File: config.mk
export PLATFORM = sky130hd
export DESIGN_NAME = waveform_rms_accumulator
export DESIGN_NICKNAME = d
export VERILOG_FILES = /design/src/rtl/wrms_pkg.sv /design/src/rtl/waveform_rms_accumulator.sv /design/src/rtl/wrms_front.sv /design/src/rtl/wrms_queue.sv /design/src/rtl/wrms_back.sv
export SDC_FILE = /design/constraint.sdc
export NUM_CORES = 2
export LEC_CHECK = 0
export ABC_CLOCK_PERIOD_IN_PS = 11400
export BUFFER_PORTS_ARGS = -buffer_cell sky130_fd_sc_hd__buf_2
export CAP_MARGIN = 0
export CORE_MARGIN = 4
export CORE_UTILIZATION = 55
export CTS_BUF_LIST = sky130_fd_sc_hd__clkbuf_4 sky130_fd_sc_hd__clkbuf_8
export DETAILED_ROUTE_END_ITERATION = 6
export GPL_TIMING_DRIVEN = 0
export PLACE_DENSITY_LB_ADDON = 0.08
export REMOVE_ABC_BUFFERS = 1
export SKIP_CTS_REPAIR_TIMING = 1
export SLEW_MARGIN = 20
export SYNTH_ARGS = -nofsm -noshare
export SYNTH_HDL_FRONTEND = slang
export SYNTH_HIERARCHICAL = 1
export SYNTH_SLANG_ARGS = --single-unit
export TNS_END_PERCENT = 5
File: constraint.sdc
create_clock -name clock -period 11.4 [get_ports clock]
set_input_delay 2.28 -clock clock [delete_from_list [all_inputs] [get_ports clock]]
set_output_delay 2.28 -clock clock [all_outputs]
set_load 0.05 [all_outputs]
File: src/rtl/wrms_pkg.sv
package wrms_pkg;

   localparam int MAX_SAMPLES = 4096;
   localparam int SAMPLE_BITS = 12;

   localparam int SAMPLE_W = 12;
   localparam int RMS_W    = 20;
   localparam int FRAC_W   = 8;

   localparam int ACC_W   = (SAMPLE_BITS < SAMPLE_W) ? SAMPLE_BITS : SAMPLE_W;
   localparam int COUNT_W = $clog2(MAX_SAMPLES + 1);
   localparam int SUM_W   = ACC_W + $clog2(MAX_SAMPLES);
   localparam int SQ_W    = 2 * ACC_W + $clog2(MAX_SAMPLES);
   localparam int SQR_W   = 2 * ACC_W;

   localparam int PROD_A_W  = COUNT_W + SQ_W;
   localparam int PROD_B_W  = 2 * SUM_W;
   localparam int RAD_RAW_W = PROD_A_W + 2 * FRAC_W;
   localparam int RAD_W     = RAD_RAW_W + (RAD_RAW_W % 2);
   localparam int ROOT_W    = RAD_W / 2;
   localparam int REM_W     = ROOT_W + 3;
   localparam int ITER_W    = $clog2(ROOT_W);
   localparam int SAT_CMP_W = ROOT_W + RMS_W;

   localparam logic [RMS_W-1:0] RMS_MAX = {RMS_W{1'b1}};

   localparam int QUEUE_DEPTH = 2;
   localparam int QPTR_W      = $clog2(QUEUE_DEPTH);
   localparam int QCNT_W      = $clog2(QUEUE_DEPTH + 1);

   typedef struct packed {
      logic               empty;
      logic [COUNT_W-1:0] count;
      logic [SUM_W-1:0]   sum;
      logic [SQ_W-1:0]    sqsum;
   } wrms_job_type;

   typedef struct packed {
      logic full;
      logic avail;
   } wrms_qstat_type;

endpackage

File: src/rtl/waveform_rms_accumulator.sv
// channel  direction  ports
// req      in         req_valid, req_stall, req_sample, req_has_sample, req_last
// rsp      out        rsp_valid, rsp_stall, rsp_rms_q8, rsp_empty_res
//
// Samples are taken one per cycle while req_stall is low, and req_stall rises
// only while the two-entry job queue holds two closed waveforms.
// A closed waveform runs MUL, SUB, SQRT and DIV in the back end: one root bit,
// then one quotient bit per cycle. An empty one skips straight to OUT.
// Synchronous active-high reset clears the accumulators, the queue and rsp_valid.
// A stalled response holds in its output register while the front keeps accepting.
module waveform_rms_accumulator import wrms_pkg::*; (
   input  logic                clock,
   input  logic                reset,
   input  logic                req_valid,
   output logic                req_stall,
   input  logic [SAMPLE_W-1:0] req_sample,
   input  logic                req_has_sample,
   input  logic                req_last,
   output logic                rsp_valid,
   input  logic                rsp_stall,
   output logic [RMS_W-1:0]    rsp_rms_q8,
   output logic                rsp_empty_res
);

   logic           push;
   wrms_job_type   push_job;
   logic           pop;
   wrms_job_type   head_job;
   wrms_qstat_type qstat;

   assign req_stall = qstat.full;

   wrms_front u_front (
      .clock          (clock),
      .reset          (reset),
      .req_valid      (req_valid),
      .req_stall      (req_stall),
      .req_sample     (req_sample),
      .req_has_sample (req_has_sample),
      .req_last       (req_last),
      .push           (push),
      .push_job       (push_job)
   );

   wrms_queue u_queue (
      .clock    (clock),
      .reset    (reset),
      .push     (push),
      .push_job (push_job),
      .pop      (pop),
      .head_job (head_job),
      .qstat    (qstat)
   );

   wrms_back u_back (
      .clock         (clock),
      .reset         (reset),
      .head_job      (head_job),
      .qstat         (qstat),
      .pop           (pop),
      .rsp_valid     (rsp_valid),
      .rsp_stall     (rsp_stall),
      .rsp_rms_q8    (rsp_rms_q8),
      .rsp_empty_res (rsp_empty_res)
   );

endmodule

File: src/rtl/wrms_front.sv
module wrms_front import wrms_pkg::*; (
   input  logic                clock,
   input  logic                reset,
   input  logic                req_valid,
   input  logic                req_stall,
   input  logic [SAMPLE_W-1:0] req_sample,
   input  logic                req_has_sample,
   input  logic                req_last,
   output logic                push,
   output wrms_job_type        push_job
);

   logic [COUNT_W-1:0] count_ff, count_in, count_next;
   logic [SUM_W-1:0]   sum_ff, sum_in, sum_next;
   logic [SQ_W-1:0]    sqsum_ff, sqsum_in, sqsum_next;
   logic [ACC_W-1:0]   smp;
   logic [SQR_W-1:0]   smp_sq;
   logic               take;
   logic               add;

   assign smp    = req_sample[ACC_W-1:0];
   assign smp_sq = SQR_W'(smp) * SQR_W'(smp);
   assign take   = req_valid && !req_stall;
   assign add    = take && req_has_sample && (count_ff < COUNT_W'(MAX_SAMPLES));

   always_comb begin
      count_next = count_ff;
      sum_next   = sum_ff;
      sqsum_next = sqsum_ff;
      if (add) begin
         count_next = count_ff + COUNT_W'(1);
         sum_next   = sum_ff + SUM_W'(smp);
         sqsum_next = sqsum_ff + SQ_W'(smp_sq);
      end
   end

   assign push           = take && req_last;
   assign push_job.empty = (count_next == '0);
   assign push_job.count = count_next;
   assign push_job.sum   = sum_next;
   assign push_job.sqsum = sqsum_next;

   assign count_in = push ? '0 : count_next;
   assign sum_in   = push ? '0 : sum_next;
   assign sqsum_in = push ? '0 : sqsum_next;

   always_ff @(posedge clock) begin
      if (reset) begin
         count_ff <= '0;
         sum_ff   <= '0;
         sqsum_ff <= '0;
      end else begin
         count_ff <= count_in;
         sum_ff   <= sum_in;
         sqsum_ff <= sqsum_in;
      end
   end

endmodule

File: src/rtl/wrms_queue.sv
module wrms_queue import wrms_pkg::*; (
   input  logic           clock,
   input  logic           reset,
   input  logic           push,
   input  wrms_job_type   push_job,
   input  logic           pop,
   output wrms_job_type   head_job,
   output wrms_qstat_type qstat
);

   wrms_job_type       slot_ff [QUEUE_DEPTH];
   logic [QPTR_W-1:0]  wr_ptr_ff, wr_ptr_in;
   logic [QPTR_W-1:0]  rd_ptr_ff, rd_ptr_in;
   logic [QCNT_W-1:0]  cnt_ff, cnt_in;

   assign qstat.full  = (cnt_ff == QCNT_W'(QUEUE_DEPTH));
   assign qstat.avail = (cnt_ff != '0);
   assign head_job    = slot_ff[rd_ptr_ff];

   always_comb begin
      wr_ptr_in = push ? wr_ptr_ff + QPTR_W'(1) : wr_ptr_ff;
      rd_ptr_in = pop  ? rd_ptr_ff + QPTR_W'(1) : rd_ptr_ff;
      cnt_in    = cnt_ff;
      if (push && !pop) begin
         cnt_in = cnt_ff + QCNT_W'(1);
      end else if (pop && !push) begin
         cnt_in = cnt_ff - QCNT_W'(1);
      end
   end

   always_ff @(posedge clock) begin
      if (push) begin
         slot_ff[wr_ptr_ff] <= push_job;
      end
   end

   always_ff @(posedge clock) begin
      if (reset) begin
         wr_ptr_ff <= '0;
         rd_ptr_ff <= '0;
         cnt_ff    <= '0;
      end else begin
         wr_ptr_ff <= wr_ptr_in;
         rd_ptr_ff <= rd_ptr_in;
         cnt_ff    <= cnt_in;
      end
   end

endmodule

File: src/rtl/wrms_back.sv
module wrms_back import wrms_pkg::*; (
   input  logic             clock,
   input  logic             reset,
   input  wrms_job_type     head_job,
   input  wrms_qstat_type   qstat,
   output logic             pop,
   output logic             rsp_valid,
   input  logic             rsp_stall,
   output logic [RMS_W-1:0] rsp_rms_q8,
   output logic             rsp_empty_res
);

   localparam logic [2:0] ST_IDLE = 3'd0;
   localparam logic [2:0] ST_MUL  = 3'd1;
   localparam logic [2:0] ST_SUB  = 3'd2;
   localparam logic [2:0] ST_SQRT = 3'd3;
   localparam logic [2:0] ST_DIV  = 3'd4;
   localparam logic [2:0] ST_OUT  = 3'd5;

   logic [2:0]          state_ff, state_in;
   logic [ITER_W-1:0]   iter_ff, iter_in;
   wrms_job_type        job_ff, job_in;
   logic [PROD_A_W-1:0] prod_a_ff, prod_a_in;
   logic [PROD_B_W-1:0] prod_b_ff, prod_b_in;
   logic [RAD_W-1:0]    rad_ff, rad_in;
   logic [REM_W-1:0]    rem_ff, rem_in;
   logic [ROOT_W-1:0]   root_ff, root_in;
   logic [COUNT_W-1:0]  drem_ff, drem_in;
   logic [ROOT_W-1:0]   quo_ff, quo_in;
   logic                rsp_valid_ff, rsp_valid_in;
   logic [RMS_W-1:0]    rsp_rms_ff, rsp_rms_in;
   logic                rsp_empty_ff, rsp_empty_in;

   logic [PROD_A_W-1:0] diff;
   logic [REM_W-1:0]    rem_sh;
   logic [REM_W-1:0]    trial;
   logic [COUNT_W:0]    drem_sh;
   logic                out_free;

   assign out_free = !rsp_valid_ff || !rsp_stall;
   assign pop      = (state_ff == ST_IDLE) && qstat.avail;

   assign diff    = (PROD_A_W'(prod_b_ff) > prod_a_ff) ? '0
                                                       : prod_a_ff - PROD_A_W'(prod_b_ff);
   assign rem_sh  = {rem_ff[REM_W-3:0], rad_ff[RAD_W-1:RAD_W-2]};
   assign trial   = REM_W'({root_ff, 2'b01});
   assign drem_sh = {drem_ff, root_ff[ROOT_W-1]};

   always_comb begin
      state_in     = state_ff;
      iter_in      = iter_ff;
      job_in       = job_ff;
      prod_a_in    = prod_a_ff;
      prod_b_in    = prod_b_ff;
      rad_in       = rad_ff;
      rem_in       = rem_ff;
      root_in      = root_ff;
      drem_in      = drem_ff;
      quo_in       = quo_ff;
      rsp_valid_in = rsp_valid_ff && rsp_stall;
      rsp_rms_in   = rsp_rms_ff;
      rsp_empty_in = rsp_empty_ff;
      unique case (state_ff)
         ST_IDLE: begin
            if (qstat.avail) begin
               job_in   = head_job;
               state_in = head_job.empty ? ST_OUT : ST_MUL;
            end
         end
         ST_MUL: begin
            prod_a_in = PROD_A_W'(job_ff.count) * PROD_A_W'(job_ff.sqsum);
            prod_b_in = PROD_B_W'(job_ff.sum) * PROD_B_W'(job_ff.sum);
            state_in  = ST_SUB;
         end
         ST_SUB: begin
            rad_in   = RAD_W'({diff, {(2 * FRAC_W){1'b0}}});
            rem_in   = '0;
            root_in  = '0;
            iter_in  = ITER_W'(ROOT_W - 1);
            state_in = ST_SQRT;
         end
         ST_SQRT: begin
            rad_in = {rad_ff[RAD_W-3:0], 2'b00};
            if (rem_sh >= trial) begin
               rem_in  = rem_sh - trial;
               root_in = {root_ff[ROOT_W-2:0], 1'b1};
            end else begin
               rem_in  = rem_sh;
               root_in = {root_ff[ROOT_W-2:0], 1'b0};
            end
            if (iter_ff == '0) begin
               drem_in  = '0;
               quo_in   = '0;
               iter_in  = ITER_W'(ROOT_W - 1);
               state_in = ST_DIV;
            end else begin
               iter_in = iter_ff - ITER_W'(1);
            end
         end
         ST_DIV: begin
            root_in = {root_ff[ROOT_W-2:0], 1'b0};
            if (drem_sh >= {1'b0, job_ff.count}) begin
               drem_in = COUNT_W'(drem_sh - {1'b0, job_ff.count});
               quo_in  = {quo_ff[ROOT_W-2:0], 1'b1};
            end else begin
               drem_in = drem_sh[COUNT_W-1:0];
               quo_in  = {quo_ff[ROOT_W-2:0], 1'b0};
            end
            if (iter_ff == '0) begin
               state_in = ST_OUT;
            end else begin
               iter_in = iter_ff - ITER_W'(1);
            end
         end
         ST_OUT: begin
            if (out_free) begin
               rsp_valid_in = 1'b1;
               rsp_empty_in = job_ff.empty;
               if (job_ff.empty) begin
                  rsp_rms_in = '0;
               end else if (SAT_CMP_W'(quo_ff) > SAT_CMP_W'(RMS_MAX)) begin
                  rsp_rms_in = RMS_MAX;
               end else begin
                  rsp_rms_in = RMS_W'(quo_ff);
               end
               state_in = ST_IDLE;
            end
         end
         default: begin
            state_in = ST_IDLE;
         end
      endcase
   end

   always_ff @(posedge clock) begin
      job_ff     <= job_in;
      iter_ff    <= iter_in;
      prod_a_ff  <= prod_a_in;
      prod_b_ff  <= prod_b_in;
      rad_ff     <= rad_in;
      rem_ff     <= rem_in;
      root_ff    <= root_in;
      drem_ff    <= drem_in;
      quo_ff     <= quo_in;
      rsp_rms_ff   <= rsp_rms_in;
      rsp_empty_ff <= rsp_empty_in;
   end

   always_ff @(posedge clock) begin
      if (reset) begin
         state_ff     <= ST_IDLE;
         rsp_valid_ff <= 1'b0;
      end else begin
         state_ff     <= state_in;
         rsp_valid_ff <= rsp_valid_in;
      end
   end

   assign rsp_valid     = rsp_valid_ff;
   assign rsp_rms_q8    = rsp_rms_ff;
   assign rsp_empty_res = rsp_empty_ff;

endmodule
Yosys cells after proc, flatten, opt, wreduce, memory -nomap -nowiden --
Memories as Yosys holds them, arrays and structs flattened. A register that Yosys moved wholly into a read port is not among the register bits. Cells that the tools add are included.
Word-level totals: flip-flop bits (word level) 458, word-level logic and storage cells 114, bits in writable memories 148, bits of input ports 18, memories 1
Memory list:
- u_queue.slot_ff | words 2, width 74, read ports 1, clocked after Yosys merged registers in 1, write ports 1, RTL line wrms_queue.sv:11 | wrms_job_type slot_ff [QUEUE_DEPTH];
Cells by class: eq/ne operators 11, $lt $le $gt $ge 5, muxes and demuxes 33, $add $sub $neg 11, multiply operators 3, reduce and logical (&&, ||, !) cells 28
Operator list (count):
- $pmux W66 S2 | 1
- $pmux W33 S3 | 1
- $pmux W34 S2 | 1
- $pmux W33 S2 | 1
- $gt A48 B49 Y1 | 1
- $mul A13 B36 Y49 | 1
- $mux W49 | 1
- $sub A49 B48 Y49 | 1
- $mul A24 B24 Y48 | 1
- $mux W13 | 3
- $add A36 B24 Y36 | 1
- $ge A36 B35 Y1 | 1
- $mux W36 | 1
- $mux W34 | 1
- $sub A34 B34 Y34 | 1
- $gt A33 B20 Y1 const B | 1
- $mux W33 | 1
- $pmux W13 S2 | 1
- $add A24 B12 Y24 | 1
- $mul A12 B12 Y24 | 1
- $mux W24 | 1
- $mux W20 | 1
- $pmux W3 S6 | 1
- $pmux W6 S3 | 1
- other kinds (29) | 65

Depth between registers and ports, before layout --
word-level depth 8, depth in mapped cells 28, mapped depth without buffers 27

Modules after synthesis --
The synthesis kept the hierarchy.
By module, submodules not included:
- wrms_back | area an instance 48758.0 sq um, seq. area each 10890.4 sq um, times used 1, cells an instance 4981
- wrms_front | area an instance 8712.1 sq um, seq. area each 1461.4 sq um, times used 1, cells an instance 1034
- wrms_queue | area an instance 5567.8 sq um, seq. area each 4544.4 sq um, times used 1, cells an instance 252

Worst setup path after synthesis --
No wires, ideal clock.
path kind register to register, from reg u_back.state_ff[0], to reg u_back.prod_a_ff[0], enable pin, clock period less this slack 8.258 ns, data arrival time 7.570 ns, path slack 3.142 ns, cell stages (with the launch flop) 3, data required time 10.712 ns, path through dfxtp_1 > clkbuf_1 > nor3b_1
On the way: longest elaborated chain between the ends 1
Ends and longest elaborated chain:
- from (decl) | RTL line wrms_back.sv:20 | logic [2:0] state_ff, state_in;
- from (signal assigned) | RTL line wrms_back.sv:154 | state_ff <= state_in;
- $eq A3 B1 Y1 | RTL line wrms_back.sv:63 | unique case (state_ff)
- to (signal assigned) | RTL line wrms_back.sv:138 | prod_a_ff <= prod_a_in;
- to (decl) | RTL line wrms_back.sv:23 | logic [PROD_A_W-1:0] prod_a_ff, prod_a_in;
Every way passes these cells. A chain may end at the register's enable or synchronous reset.

Worst setup path after layout --
from reg u_back/job_ff[56] (netlist bit), to reg u_back.prod_b_ff[47], data pin
On the way: longest elaborated chain between the ends 1
Ends and longest elaborated chain:
- from (decl) | RTL line wrms_back.sv:22 | wrms_job_type job_ff, job_in;
- from (signal assigned) | RTL line wrms_back.sv:136 | job_ff <= job_in;
- $mul A24 B24 Y48 | RTL line wrms_back.sv:72 | prod_b_in = PROD_B_W'(job_ff.sum) * PROD_B_W'(job_ff.sum);
- to (signal assigned) | RTL line wrms_back.sv:139 | prod_b_ff <= prod_b_in;
- to (decl) | RTL line wrms_back.sv:24 | logic [PROD_B_W-1:0] prod_b_ff, prod_b_in;
Every way passes these cells.

==> flow_summary.yaml <==
die:
  die_area_mm2: 0.120
  initial_utilization_pct: 55.7
  die-height_um: 347
  rows: 123
  die_width_um: 347
  coreArea_mm2: 0.113
  design.portCount: 41
cts:
  cts_tree: "yes"
  h-tree-depth: 3
  clock-root-buffer: "sky130_fd_sc_hd__clkbuf_8"
  clock_insertion_delay_worst_skew_ps: 770
  cts-buffers-inserted: 100
  clk_buf_depth: 3
  clk_pin_slew_ps: 60
  cts_num_sinks: 590
critical_path:
  worst_path_max_delay_cell: "sky130_fd_sc_hd__edfxtp_1"
  cp-start-kind: "flip-flop"
  arrival_ps: 8660
  critPathMaxStageDelay_ps: 1080
  critical_path_class: "flip-flop to flip-flop"
  path_depth_of_the_worst_reg2reg_path: 24
  worstPathCellList: "nand2_1 -> fa_1 -> inv_1 -> fa_1 -> fa_1 -> inv_1 -> fa_1 -> inv_1 -> fa_1 -> fa_1 -> inv_1 -> fa_1 -> inv_1 -> ha_1 -> a21o_1 -> a21oi_1 -> o21bai_1 -> a221o_1 -> a21oi_1 -> o21ai_1 -> a211oi_1 -> o21ai_1 -> a311oi_1 -> xnor2_1"
  timing.critical_path.to_type: "flip-flop"
  worstPathRequired_ps: 11890
  critPathMostFrequentCell: "sky130_fd_sc_hd__fa_1"
  crit_fanout: 21
finish:
  final_common_cell: "sky130_fd_sc_hd__inv_1"
  final_std_cell_area_no_fill_mm2: 0.0675
  layout.nets: 7579
  area_growth_syn_to_layout_pct: 7.01
  mostFrequentLayoutCells: "sky130_fd_sc_hd__inv_1, sky130_fd_sc_hd__fa_1, sky130_fd_sc_hd__nand2_1, sky130_fd_sc_hd__edfxtp_1, sky130_fd_sc_hd__ha_1"
  fill_cells: 9747
  final_layout_size_suffix_gt1_share_pct: 6.67
yosys:
  seq_area_frac_synth_pct: 26.8
  yosys_warnings: 6
  synth.distinct_cells: 93
  synthesis.instances: 6267
  syn_area_mm2: 0.0630
  dominantRegCellSynth: "sky130_fd_sc_hd__edfxtp_1"
  synthArstFlopShare_pct: 0
  syn-mean-instance-area_um2: 10.1
  synth_edf_count: 508
  synth_seq_cells: 590
grt:
  grt_first_pass_wirelength_mm: 235
  grt_antenna_before_repair: 6
  number_of_global_route_vias_before_repair: 44400
  grt_start_max_net_pins: 65
  grtUsageTotal_pct: 24.1
  grt_overflow: 0
timing:
  timing.final.crit_period_ps: 8170
  relSlewSlack_pct: 21.3
  setup_viol_count_final: 0
  fin_skew_ps: 68.1
  timing_worst_slew_pin_value_ps: 1180
  setup_repair_after_global_routing_missed_its_margin: "false"
  report.final.slew_viol_count: 0
  final_min_period_over_clock_period_pct: 71.7
  clock.fmax_mhz: 122
  finalHoldViolations: 0
route:
  routed_wirelength_mm: 142
  post_drt_wl_per_cell_um: 18.3
  via_count_of_the_routed_design: 42300
  drt_iter0_drc: 2459
  drtPass1Iterations: 5
  number_of_antenna_violating_nets_in_the_routed_design: 0
  post_drt_via_cell_ratio: 5.42
  route.detailed.drc: 0
run_status:
  status: "complete, no violations"
job:
  max_cap_viol_count: 0
placement:
  postPlaceCellArea_mm2: 0.0652
  place.port_buffers: 40
  place_hpwl_mm: 113
  globalplace.congestion: 0.868
min_path:
  worstHoldPathType: "flip-flop to flip-flop"
  hold_depth: 2
## worst max-delay path: cells and delay by family, from the launching register on
kind | cells | cell delay, ps
flip-flops | 1 | 1080
adder cells (fa/ha/maj) | 8 | 4010
buffers and inverters | 5 | 270
AO/OA/AOI/OAI | 9 | 2150
AND/OR/NAND/NOR | 1 | 300
XOR/XNOR | 1 | 90
## through the flow
step	TNS (ps)	hold WS (ps)	instances	setup WS [ps]	utilization, %
floorplan	0	454	6002	3150	-
global placement	-58300	469	7542	-1270	56.6
detailed placement	0	478	7611	3290	57.7
CTS	0	490	7795	3270	59.6
global route	0	506	7798	2910	59.6
finish	0	487	7802	3230	59.6
## layout make-up
type	instances	area (um2)	share of cell area, %
inverters	1210	4540	6.74
multi-input cells	4202	40600	60.1
repair buffers	111	1420	2.10
well taps	1500	1880	2.78
flip-flops and latches	590	16900	25.1
clock buffers	135	1660	2.47
diodes	5	12.5	0.0185
clock inverters	49	475	0.705
## kinds of logic (layout without fill, tap and decap cells)
kind of cell / count (synthesis) / after routing / synth area share (%)
xor+xnor: 233 / 233 / 3.24
other cells: 0 / 5 / 0
buf+inv: 1475 / 1505 / 8.98
flops: 590 / 590 / 26.8
compound gates: 847 / 847 / 8.81
mux: 112 / 112 / 1.93
simple gates: 1664 / 1664 / 12.8
fa+ha+maj: 1346 / 1346 / 37.4
## path summary, 6_finish.rpt
| check | start | to | slack, ps |
|---|---|---|---|
| setup / recovery | u_back/job_ff[56] | u_back/prod_b_ff[47] | 3230 |
| hold / removal | u_front/sqsum_ff[22] | u_front/sqsum_ff[22] | 490 |
| setup reg to reg | u_back/job_ff[56] | u_back/prod_b_ff[47] | 3230 |
| hold reg to reg | u_front/sqsum_ff[22] | u_front/sqsum_ff[22] | 490 |
## synthesized netlist by cell type, drive strengths merged, types with 32 or more instances
cell type  count  share of area, %
a21o         110               1.3
a21oi        260               2.1
a22o          42              0.58
and2         374               3.7
and3          74              0.74
clkbuf       236               1.4
dfxtp         82               2.6
edfxtp       508                24
fa           897                28
ha           449               8.9
inv         1210               7.2
mux2          77               1.4
mux2i         35              0.56
nand2        690               4.1
nand2b        32              0.32
nand3         68              0.54
nand4         38              0.38
nor2         232               1.4
nor2b         35              0.35
nor3          42              0.33
o21a          33              0.39
o21ai        153               1.2
o21bai        35              0.42
xnor2        151               2.1
xor2          82               1.1
## sequential cells by signal, indices dropped and copies added (netlist names), 2 cells and up, named ones only
register / count
u_front/sqsum_ff: 36
u_back/prod_a_ff: 49
u_back/drem_ff: 13
u_back/state_ff: 3
u_back/rsp_rms_q8: 20
u_front/sum_ff: 24
u_back/quo_ff: 33
u_back/job_ff: 74
u_back/iter_ff: 6
u_back/rad_ff: 50
u_queue/cnt_ff: 2
u_front/count_ff: 13
u_queue/slot_ff: 148
u_back/prod_b_ff: 47
u_back/rem_ff: 34
u_back/root_ff: 33
## routing by layer
metal	vias to the layer above	track usage [%]	routed length [um]
met2	921	39.2	66200
met1	21100	34.5	65700
met5	-	0	0
met3	218	2.92	6500
li1	20000	-	-
met4	0	6.92	4060
Power is left out: the tool's default activity adds up to more than one toggle a clock period on the data nets, which glitch-free logic cannot reach.
